$ cat src/design/dpr_pkg.sv
`timescale 1ns / 1ps

package dpr_pkg;

  localparam int VALUE_W  = 32;
  localparam int DIGITS_W = 8;
  localparam int MODE_W   = 2;
  localparam int DIDX_W   = 4;
  localparam int POW_W    = 34;  // 10^10 needs 34 bits
  localparam int RECIP_W  = 29;  // floor(2^32 / 10) needs 29 bits

  localparam logic [MODE_W-1:0] MODE_NEAREST = 2'd0;
  localparam logic [MODE_W-1:0] MODE_UP      = 2'd1;
  localparam logic [MODE_W-1:0] MODE_DOWN    = 2'd2;

  localparam logic [DIGITS_W-1:0] DIGITS_MIN = 8'd1;
  localparam logic [DIGITS_W-1:0] DIGITS_MAX = 8'd10;

  // Stage 1 to modulo pipeline.
  typedef struct packed {
    logic                neg;
    logic [MODE_W-1:0]   mode;
    logic [VALUE_W-1:0]  mag;
    logic [POW_W-1:0]    pow;
    logic [RECIP_W-1:0]  recip;
  } front_t;

  // Modulo pipeline to round stage.
  typedef struct packed {
    logic                neg;
    logic [MODE_W-1:0]   mode;
    logic [VALUE_W-1:0]  mag;
    logic [POW_W-1:0]    pow;
    logic [VALUE_W-1:0]  rem;
  } modres_t;

  function automatic logic [POW_W-1:0] pow10(input logic [DIDX_W-1:0] d);
    logic [POW_W-1:0] p;
    case (d)
      4'd1:    p = 34'd10;
      4'd2:    p = 34'd100;
      4'd3:    p = 34'd1000;
      4'd4:    p = 34'd10000;
      4'd5:    p = 34'd100000;
      4'd6:    p = 34'd1000000;
      4'd7:    p = 34'd10000000;
      4'd8:    p = 34'd100000000;
      4'd9:    p = 34'd1000000000;
      default: p = 34'd10000000000;
    endcase
    return p;
  endfunction

  // floor(2^32 / 10^d); the quotient estimate is then low by at most one.
  function automatic logic [RECIP_W-1:0] recip10(input logic [DIDX_W-1:0] d);
    logic [RECIP_W-1:0] r;
    case (d)
      4'd1:    r = 29'd429496729;
      4'd2:    r = 29'd42949672;
      4'd3:    r = 29'd4294967;
      4'd4:    r = 29'd429496;
      4'd5:    r = 29'd42949;
      4'd6:    r = 29'd4294;
      4'd7:    r = 29'd429;
      4'd8:    r = 29'd42;
      4'd9:    r = 29'd4;
      default: r = 29'd0;
    endcase
    return r;
  endfunction

endpackage

$ cat src/design/decimal_place_rounder.sv
`timescale 1ns / 1ps

// Channel   Dir  Bus          Fields (lowest bit up)
// s_axis    in   tdata[39:0]  value[31:0], digits[39:32]
//                tuser[1:0]   mode[1:0]
// m_axis    out  tdata[31:0]  rounded[31:0]
//                tuser[0]     overflow
//
// One beat in and one beat out per cycle while the output is not stalled;
// each accepted input beat passes to the output register through the
// five-stage pipeline: decode, reciprocal multiply, quotient-times-power
// multiply, remainder correction, round and saturate.
// rst is synchronous and clears only the stage valid bits.
// A stalled output holds its beat; each stage takes a new beat whenever it
// is empty or the stage after it advances, so bubbles close up under stall.

module decimal_place_rounder (
  input  logic        clk,
  input  logic        rst,
  input  logic        s_tvalid,
  output logic        s_tready,
  input  logic [39:0] s_tdata,   // value[31:0], digits[39:32]
  input  logic [1:0]  s_tuser,   // mode[1:0]
  output logic        m_tvalid,
  input  logic        m_tready,
  output logic [31:0] m_tdata,   // rounded[31:0]
  output logic        m_tuser    // overflow
);
  import dpr_pkg::*;

  front_t  front_data;
  modres_t mod_data;
  logic    front_valid, front_ready;
  logic    mod_valid, mod_ready;

  // Stage 1: clamp digits, take magnitude, look up power and reciprocal.
  dpr_front u_front (
    .clk       (clk),
    .rst       (rst),
    .in_valid  (s_tvalid),
    .in_ready  (s_tready),
    .value     (s_tdata[VALUE_W-1:0]),
    .mode      (s_tuser[MODE_W-1:0]),
    .digits    (s_tdata[VALUE_W+DIGITS_W-1:VALUE_W]),
    .out_valid (front_valid),
    .out_ready (front_ready),
    .out_data  (front_data)
  );

  // Stages 2-4: remainder of the magnitude by the selected power of ten,
  // via a reciprocal quotient estimate and a single correction.
  dpr_mod u_mod (
    .clk       (clk),
    .rst       (rst),
    .in_valid  (front_valid),
    .in_ready  (front_ready),
    .in_data   (front_data),
    .out_valid (mod_valid),
    .out_ready (mod_ready),
    .out_data  (mod_data)
  );

  // Stage 5: pick the direction, restore the sign, saturate.
  dpr_round u_round (
    .clk       (clk),
    .rst       (rst),
    .in_valid  (mod_valid),
    .in_ready  (mod_ready),
    .in_data   (mod_data),
    .out_valid (m_tvalid),
    .out_ready (m_tready),
    .rounded   (m_tdata),
    .overflow  (m_tuser)
  );

endmodule

$ cat src/design/dpr_front.sv
`timescale 1ns / 1ps

module dpr_front (
  input  logic                         clk,
  input  logic                         rst,
  input  logic                         in_valid,
  output logic                         in_ready,
  input  logic [dpr_pkg::VALUE_W-1:0]  value,
  input  logic [dpr_pkg::MODE_W-1:0]   mode,
  input  logic [dpr_pkg::DIGITS_W-1:0] digits,
  output logic                         out_valid,
  input  logic                         out_ready,
  output dpr_pkg::front_t              out_data
);
  import dpr_pkg::*;

  logic [DIGITS_W-1:0] dclamp;
  logic [DIDX_W-1:0]   didx;
  logic                neg;
  logic [VALUE_W-1:0]  mag;

  always_comb begin
    if (digits < DIGITS_MIN) begin
      dclamp = DIGITS_MIN;
    end else if (digits > DIGITS_MAX) begin
      dclamp = DIGITS_MAX;
    end else begin
      dclamp = digits;
    end
    didx = dclamp[DIDX_W-1:0];
    neg  = value[VALUE_W-1];
    // Magnitude of the most negative value is 2^31, exact in 32 unsigned bits.
    mag  = neg ? (~value + 32'd1) : value;
  end

  assign in_ready = !out_valid || out_ready;

  always_ff @(posedge clk) begin
    if (rst) begin
      out_valid <= 1'b0;
    end else if (in_ready) begin
      out_valid <= in_valid;
    end
  end

  always_ff @(posedge clk) begin
    if (in_valid && in_ready) begin
      out_data.neg   <= neg;
      out_data.mode  <= mode;
      out_data.mag   <= mag;
      out_data.pow   <= pow10(didx);
      out_data.recip <= recip10(didx);
    end
  end

endmodule

$ cat src/design/dpr_mod.sv
`timescale 1ns / 1ps

module dpr_mod (
  input  logic             clk,
  input  logic             rst,
  input  logic             in_valid,
  output logic             in_ready,
  input  dpr_pkg::front_t  in_data,
  output logic             out_valid,
  input  logic             out_ready,
  output dpr_pkg::modres_t out_data
);
  import dpr_pkg::*;

  localparam int PROD_W = VALUE_W + RECIP_W;

  // Stage 2: quotient estimate
  logic               v2;
  logic               neg2;
  logic [MODE_W-1:0]  mode2;
  logic [VALUE_W-1:0] mag2;
  logic [POW_W-1:0]   pow2;
  logic [RECIP_W-1:0] q2;
  // Stage 3: quotient times power
  logic               v3;
  logic               neg3;
  logic [MODE_W-1:0]  mode3;
  logic [VALUE_W-1:0] mag3;
  logic [POW_W-1:0]   pow3;
  logic [VALUE_W-1:0] qp3;

  logic               r2, r3, r4;
  logic [PROD_W-1:0]  prod1;
  logic [VALUE_W-1:0] prod2;
  logic [VALUE_W-1:0] rem_raw;
  logic [VALUE_W-1:0] rem_fix;

  assign r4       = !out_valid || out_ready;
  assign r3       = !v3 || r4;
  assign r2       = !v2 || r3;
  assign in_ready = r2;

  assign prod1 = PROD_W'(in_data.mag) * PROD_W'(in_data.recip);
  // q2 never exceeds the true quotient, so q2 * pow <= mag fits 32 bits.
  assign prod2 = {{(VALUE_W-RECIP_W){1'b0}}, q2} * pow2[VALUE_W-1:0];

  always_comb begin
    rem_raw = mag3 - qp3;
    // Correct an estimate that fell one short.
    if ({{(POW_W-VALUE_W){1'b0}}, rem_raw} >= pow3) begin
      rem_fix = rem_raw - pow3[VALUE_W-1:0];
    end else begin
      rem_fix = rem_raw;
    end
  end

  always_ff @(posedge clk) begin
    if (rst) begin
      v2        <= 1'b0;
      v3        <= 1'b0;
      out_valid <= 1'b0;
    end else begin
      if (r2) v2 <= in_valid;
      if (r3) v3 <= v2;
      if (r4) out_valid <= v3;
    end
  end

  always_ff @(posedge clk) begin
    if (in_valid && r2) begin
      neg2  <= in_data.neg;
      mode2 <= in_data.mode;
      mag2  <= in_data.mag;
      pow2  <= in_data.pow;
      q2    <= prod1[PROD_W-1:VALUE_W];
    end
    if (v2 && r3) begin
      neg3  <= neg2;
      mode3 <= mode2;
      mag3  <= mag2;
      pow3  <= pow2;
      qp3   <= prod2;
    end
    if (v3 && r4) begin
      out_data.neg  <= neg3;
      out_data.mode <= mode3;
      out_data.mag  <= mag3;
      out_data.pow  <= pow3;
      out_data.rem  <= rem_fix;
    end
  end

endmodule

$ cat src/design/dpr_round.sv
`timescale 1ns / 1ps

module dpr_round (
  input  logic                        clk,
  input  logic                        rst,
  input  logic                        in_valid,
  output logic                        in_ready,
  input  dpr_pkg::modres_t            in_data,
  output logic                        out_valid,
  input  logic                        out_ready,
  output logic [dpr_pkg::VALUE_W-1:0] rounded,
  output logic                        overflow
);
  import dpr_pkg::*;

  localparam int RES_W = POW_W + 1;

  logic [VALUE_W-1:0] floor_m;
  logic [POW_W-1:0]   half;
  logic               up;
  logic [RES_W-1:0]   res_m;
  logic [VALUE_W-1:0] rnd;
  logic               ovf;

  always_comb begin
    floor_m = in_data.mag - in_data.rem;
    half    = in_data.pow >> 1;
    case (in_data.mode)
      MODE_UP:   up = !in_data.neg;
      MODE_DOWN: up = in_data.neg;
      default:   up = {{(POW_W-VALUE_W){1'b0}}, in_data.rem} >= half;
    endcase
    res_m = RES_W'(floor_m);
    if (up && (in_data.rem != '0)) begin
      res_m = res_m + RES_W'(in_data.pow);
    end
    ovf = 1'b0;
    if (in_data.neg) begin
      if (res_m > RES_W'(32'h8000_0000)) begin
        rnd = 32'h8000_0000;
        ovf = 1'b1;
      end else begin
        rnd = 32'd0 - res_m[VALUE_W-1:0];
      end
    end else begin
      if (res_m > RES_W'(32'h7FFF_FFFF)) begin
        rnd = 32'h7FFF_FFFF;
        ovf = 1'b1;
      end else begin
        rnd = res_m[VALUE_W-1:0];
      end
    end
  end

  assign in_ready = !out_valid || out_ready;

  always_ff @(posedge clk) begin
    if (rst) begin
      out_valid <= 1'b0;
    end else if (in_ready) begin
      out_valid <= in_valid;
    end
  end

  always_ff @(posedge clk) begin
    if (in_valid && in_ready) begin
      rounded  <= rnd;
      overflow <= ovf;
    end
  end

endmodule

$ cat config.mk
export PLATFORM = sky130hd
export DESIGN_NAME = decimal_place_rounder
export DESIGN_NICKNAME = d
export VERILOG_FILES = /design/src/design/dpr_pkg.sv /design/src/design/decimal_place_rounder.sv /design/src/design/dpr_front.sv /design/src/design/dpr_mod.sv /design/src/design/dpr_round.sv
export SDC_FILE = /design/constraint.sdc
export NUM_CORES = 2
export LEC_CHECK = 0
export ABC_AREA = 1
export BUFFER_PORTS_ARGS = -buffer_cell sky130_fd_sc_hd__buf_2
export CORE_MARGIN = 3
export CORE_UTILIZATION = 40
export CTS_CLUSTER_SIZE = 25
export DETAILED_ROUTE_END_ITERATION = 7
export GPL_ROUTABILITY_DRIVEN = 0
export GPL_TIMING_DRIVEN = 0
export PLACE_DENSITY = 0.54
export SLEW_MARGIN = 25
export SYNTH_ARGS = -nofsm -noshare
export SYNTH_HDL_FRONTEND = slang
export SYNTH_SLANG_ARGS = --single-unit
$ cat constraint.sdc
create_clock -name clk -period 16.79 [get_ports clk]
set_clock_uncertainty 0.2 [all_clocks]
set_input_delay 1.679 -clock clk [delete_from_list [all_inputs] [get_ports clk]]
set_output_delay 1.679 -clock clk [all_outputs]
set_load 0.01 [all_outputs]
# == Word level (Yosys, flattened, before mapping) ==
# Memories as Yosys holds them, arrays and structs flattened. A register that Yosys moved wholly into a read port is not among the register bits.
# Cells that the tools add are included.
# op_classes
addsub,6
mux,12
n_reduce_logical,18
n_div,0
magnitude_cmp,6
shift,0
eq_ne,2
n_bitwise,1
n_mul,2
# ops
op,n
$mux W32,4
$sub A32 B32 Y32,3
$mul A32 B29 Y61,1
$add A32 B34 Y35,1
$gt A35 B31 Y1 const B,1
$gt A35 B32 Y1 const B,1
$mux W35,1
$ge A32 B34 Y1,1
$ge A32 B33 Y1,1
$add A32 B1 Y32 const B,1
$mul A29 B32 Y32,1
$not A32 Y32,1
$reduce_bool A32 Y1,1
$sub A1 B32 Y32 const A,1
$mux W31,1
$gt A8 B4 Y1 const B,1
$lt A8 B1 Y1 const B,1
$mux W4,2
$logic_and A1 B1 Y1,6
$logic_not A1 Y1,6
$logic_or A1 B1 Y1,5
$mux W1,3
$eq A2 B1 Y1 const B,1
$eq A2 B2 Y1 const B,1
$pmux W1 S2,1
# word_totals
rom_bits,928
reg_bits,436
latchBits,0
mem_count,2
in_bits,46
elab_cells,77
mem_bits_rw,0
# mem_list
memory,depth,word_bits,read_ports,rd_clocked_by_memory_dff,write_ports,line_no,source
(name not given),16,31,1,1,0,dpr_pkg.sv:39,case (d)
(name not given),16,27,1,1,0,dpr_pkg.sv:57,case (d)

# == Longest topological paths before layout ==
# depth
ltp_word,7
mapped_depth,35
depth_no_buf,34

# == Hierarchy ==
# Synthesis repeated with hierarchy kept, for this count alone.
# unflattened
hier_cells,9605
area_unflattened_um2,74774.2
# by_module_without_submodules
mod,seq_area_each_um2,cells_each,n_inst,area_each_um2
dpr_mod,9068.7,7611,1,61810.5
dpr_round,1011.0,1565,1,8853.5
dpr_front,2422.3,429,1,4110.2

# == Least setup slack after synthesis ==
# Ideal clock, no wire load.
# synth_path
path_kind,register to register
start,register u_front.out_data[18] (netlist name)
end,register u_mod.q2[26] (data pin)
path_stages_with_launch,27
path_slack_ns,9.742
arrival_ns,6.582
synth_period_minus_slack_ns,7.048
required_time_ns,16.324
path_cell_list,edfxtp_1 clkbuf_1 buf_1 nand2_1 fa_1 fa_1 inv_1 fa_1 fa_1 fa_1 fa_1 fa_1 inv_1 fa_1 inv_1 ha_1 a21oi_1 inv_1 a31oi_1 inv_1 a21oi_1 nor2_1 a211oi_1 o21ai_0 nand2_1 o2111ai_1 xor2_1
# synth_via
elab_chain_len,1
# synth_rtl
element,line_no,source
$mul A32 B29 Y61,dpr_mod.sv:43,assign prod1 = PROD_W'(in_data.mag) * PROD_W'(in_data.recip);
via u_mod.prod1[58],dpr_mod.sv:33,logic [PROD_W-1:0] prod1;
end signal: assignment,dpr_mod.sv:75,q2 <= prod1[PROD_W-1:VALUE_W];
end: declaration,dpr_mod.sv:23,logic [RECIP_W-1:0] q2;
# The timed path passes the listed nets, and every way through them passes these cells.
# A chain may end at the register's enable or synchronous reset.

# == Worst setup path in the final report ==
# layout_path
start,register u_front.out_data[68] (netlist name)
end,register u_mod.q2[24] (data pin)
# layout_via
elab_chain_len,1
# layout_rtl
element,line_no,source
start: declaration,dpr_front.sv:13,output dpr_pkg::front_t out_data
$mul A32 B29 Y61,dpr_mod.sv:43,
via u_mod.prod1[56],dpr_mod.sv:33,
# The timed path passes the listed nets, and every way through them passes these cells.

==> flow_metrics.env <==
export IMPL_clk_insertion_delay_late_ns=0.60
export IMPL_cts_root_buffer="clkbuf_16"
export IMPL_cts_buffers=42
export IMPL_synthFlopType="edfxtp_1"
export IMPL_nets=9966
export IMPL_r2r_start="u_front.out_data[68]$_DFFE_PP_"
export IMPL_post_cts_buffers=0
export IMPL_hold_buffers=0
export IMPL_fp_row_count=149
export IMPL_max_slew_margin_pct=23.8
export IMPL_critical_path_arrival_ns=9.16
export IMPL_tightest_slew_ns=1.14
export IMPL_die_h_microns=415
export IMPL_critPathMaxFanout=10
export IMPL_grt_start_max_net_pins=75
export IMPL_synth_cells=8075
export IMPL_vias=52529
export IMPL_setup_viol_count_final=0
export IMPL_rsz0062_at_grt="false"
export IMPL_synth_area_sq_um=67000
export IMPL_drt_iter0_drc=4629
export IMPL_clock_sinks=389
export IMPL_slew_viol_final=0
export IMPL_min_period_ns=9.03
export IMPL_synth_cell_types=54
export IMPL_yosysSeqAreaShare_pct=17.4
export IMPL_dp_cells=10357
export IMPL_setup_tns_ns=0
export IMPL_critPathKind="reg2reg"
export IMPL_mostFrequentLayoutCell="inv_1"
export IMPL_first_global_vias=54717
export IMPL_cts_max_path_buffers=3
export IMPL_timing_fmax_mhz=111
export IMPL_synth_seq_cells=389
export IMPL_drcViolationCount=0
export IMPL_avgSynthCellArea_sq_um=8.30
export IMPL_hp_start="u_mod.mag2[4]$_DFFE_PP_"
export IMPL_viasPerCell=5.03
export IMPL_layout_common_cells="inv_1 (2,316), nand2_1 (1,890), fa_1 (1,118)"
export IMPL_die_x_microns=415
export IMPL_status="complete, no violations"
export IMPL_grt_overflow=0
export IMPL_required_ns=16.92
export IMPL_io_buffer_count=80
export IMPL_htreeDepth=2
export IMPL_crit_start="u_front.out_data[68]$_DFFE_PP_"
export IMPL_fin_crit_sh_pct=53.8
export IMPL_grt_pass1_wl_microns=332000
export IMPL_start_util_pct=40.4
export IMPL_critPathCaptureType="register"
export IMPL_async_reset_ff_share_pct=0
export IMPL_antenna_found_initial=6
export IMPL_ctsResizeCount=0
export IMPL_synth_edff_count=384
export IMPL_syn_nets=9828
export IMPL_coreArea_sq_um=166000
export IMPL_drive_gt1_share_pct=3.04
export IMPL_hp_class="reg2reg"
export IMPL_grtUsageTotal_pct=25.5
export IMPL_die_area_sq_um=172000
export IMPL_clk_pin_slew_ns=0.06
export IMPL_ant_nets=0
export IMPL_drv_cap=0
export IMPL_avgRoutedWirePerCell_microns=21.0
export IMPL_yosysWarnings=0
export IMPL_pin_count=81
export IMPL_finalHoldViolCount=0
export IMPL_syn2layout_area_growth_pct=7.35
export IMPL_cts_tree="yes"
export IMPL_dr_pass1_iters=6
export IMPL_startpoint_type="register"
export IMPL_totalWireLength_microns=219000
export IMPL_fin_cells=10438
export IMPL_hpwl_microns=186000
[final timing paths]
| path | endpoint | slack (ns) | cells after the start |
|---|---|---|---|
| hold reg to reg | u_mod.mag3[4]$_DFFE_PP_ | 0.21 | 0 |
| hold / removal | u_mod.mag3[4]$_DFFE_PP_ | 0.21 | 0 |
| setup / recovery | u_mod.q2[24]$_DFFE_PP_ | 7.76 | 27 |
| setup reg to reg | u_mod.q2[24]$_DFFE_PP_ | 7.76 | 27 |
[cell usage after synthesis, types with 3 or more instances]
master    number  share of area (%)
a211oi_1       3              0.034
a21boi_0      11               0.12
a21boi_1       5              0.056
a21o_1        15               0.17
a21oi_1      268                2.0
a221oi_1       3              0.039
a31oi_1       31               0.29
buf_1         10              0.056
buf_2          9              0.067
buf_6          4              0.067
clkbuf_1     213                1.2
clkinv_1       4              0.022
dfxtp_1        5               0.15
edfxtp_1     384                 17
fa_1        1118                 33
ha_1         589                 11
inv_1       2318                 13
inv_2          8              0.045
nand2_1     1890                 11
nand2_2       13               0.12
nand3_1      164                1.2
nand3b_1       9               0.10
nand4_1       50               0.47
nor2_1       336                1.9
nor2_2         6              0.056
nor2_4         4              0.067
nor3_1        40               0.30
nor4_1        18               0.17
o211ai_1      13               0.15
o21a_1        14               0.16
o21ai_0      189                1.4
o21ai_1       16               0.12
o21bai_1      28               0.31
o21bai_4      10               0.28
o221ai_1       3              0.039
o31ai_1        3              0.034
or2_2          6              0.056
xnor2_1       92                1.2
xor2_1       151                2.0
[worst max-delay path, stage by stage, from the launching register on]
cell and delay [ns]:
edfxtp_1 0.50, clkbuf_1 0.74, buf_1 0.78, nand2_1 0.19
fa_1 0.50, inv_1 0.08, fa_1 0.40, inv_1 0.08
fa_1 0.43, fa_1 0.49, fa_1 0.54, inv_1 0.05
fa_1 0.44, fa_1 0.52, inv_1 0.07, fa_1 0.48
inv_1 0.04, ha_1 0.30, a21oi_1 0.21, nor2_1 0.05
o21ai_0 0.15, o211ai_1 0.11, a21oi_1 0.50, nor2_1 0.09
nor2_1 0.16, o21ai_0 0.23, a21oi_1 0.30, xnor2_1 0.11
[logic make-up (layout without fill, tap and decap cells)]
group                    after synthesis  count (layout)  synth area share (%)
other                                  0               3                     0
AO/OA/AOI/OAI                        620             620                  5.33
adder cells (fa/ha/maj)             1707            1707                  44.4
buffers and inverters               2569            2740                  14.5
flip-flops                           389             389                  17.4
AND/OR/NAND/NOR                     2546            2546                  15.2
XOR/XNOR                             244             244                  3.21
[layer usage]
metal  global-route usage, %  part of all wire, %  vias up
li1                        -                    -    24141
met1                    33.6                   41    25931
met2                    40.9                   45     2052
met3                    5.36                  8.7      403
met4                    10.5                  4.9        2
met5                       0               0.0055        -
[state kept, by name (all words and copies together), names as in the netlist, 29 cells and up]
register,cells
u_mod.out_data,91
u_front.out_data,80
u_mod.mag2,32
u_mod.mag3,32
u_round.rounded,32
u_mod.qp3,31
u_mod.q2,29
[cell type report]
class / instances / area (sq um)
fill: 16789 / 93800
multi-input combinational: 5117 / 45700
sequential: 389 / 11600
inverter: 2330 / 8760
tap: 2189 / 2740
clock buffer: 51 / 1080
buffer: 239 / 978
timing repair buffer: 94 / 674
clock inverter: 26 / 357
antenna: 3 / 7.51
[stage by stage]
stage / hold WS (ns) / setup slack (ns) / util, % / cell area, sq um
floorplan: 0.200 / 9.74 / - / 67000
global placement: 0.200 / 7.89 / 42.3 / 70100
detailed placement: 0.205 / 7.93 / 42.5 / 70400
CTS: 0.208 / 7.89 / 43.4 / 71900
global route: 0.212 / 7.42 / 43.4 / 71900
finish: 0.207 / 7.76 / 43.4 / 71900
Power is left out: the tool's default activity adds up to more than one toggle a clock period on the data nets, which glitch-free logic cannot reach.
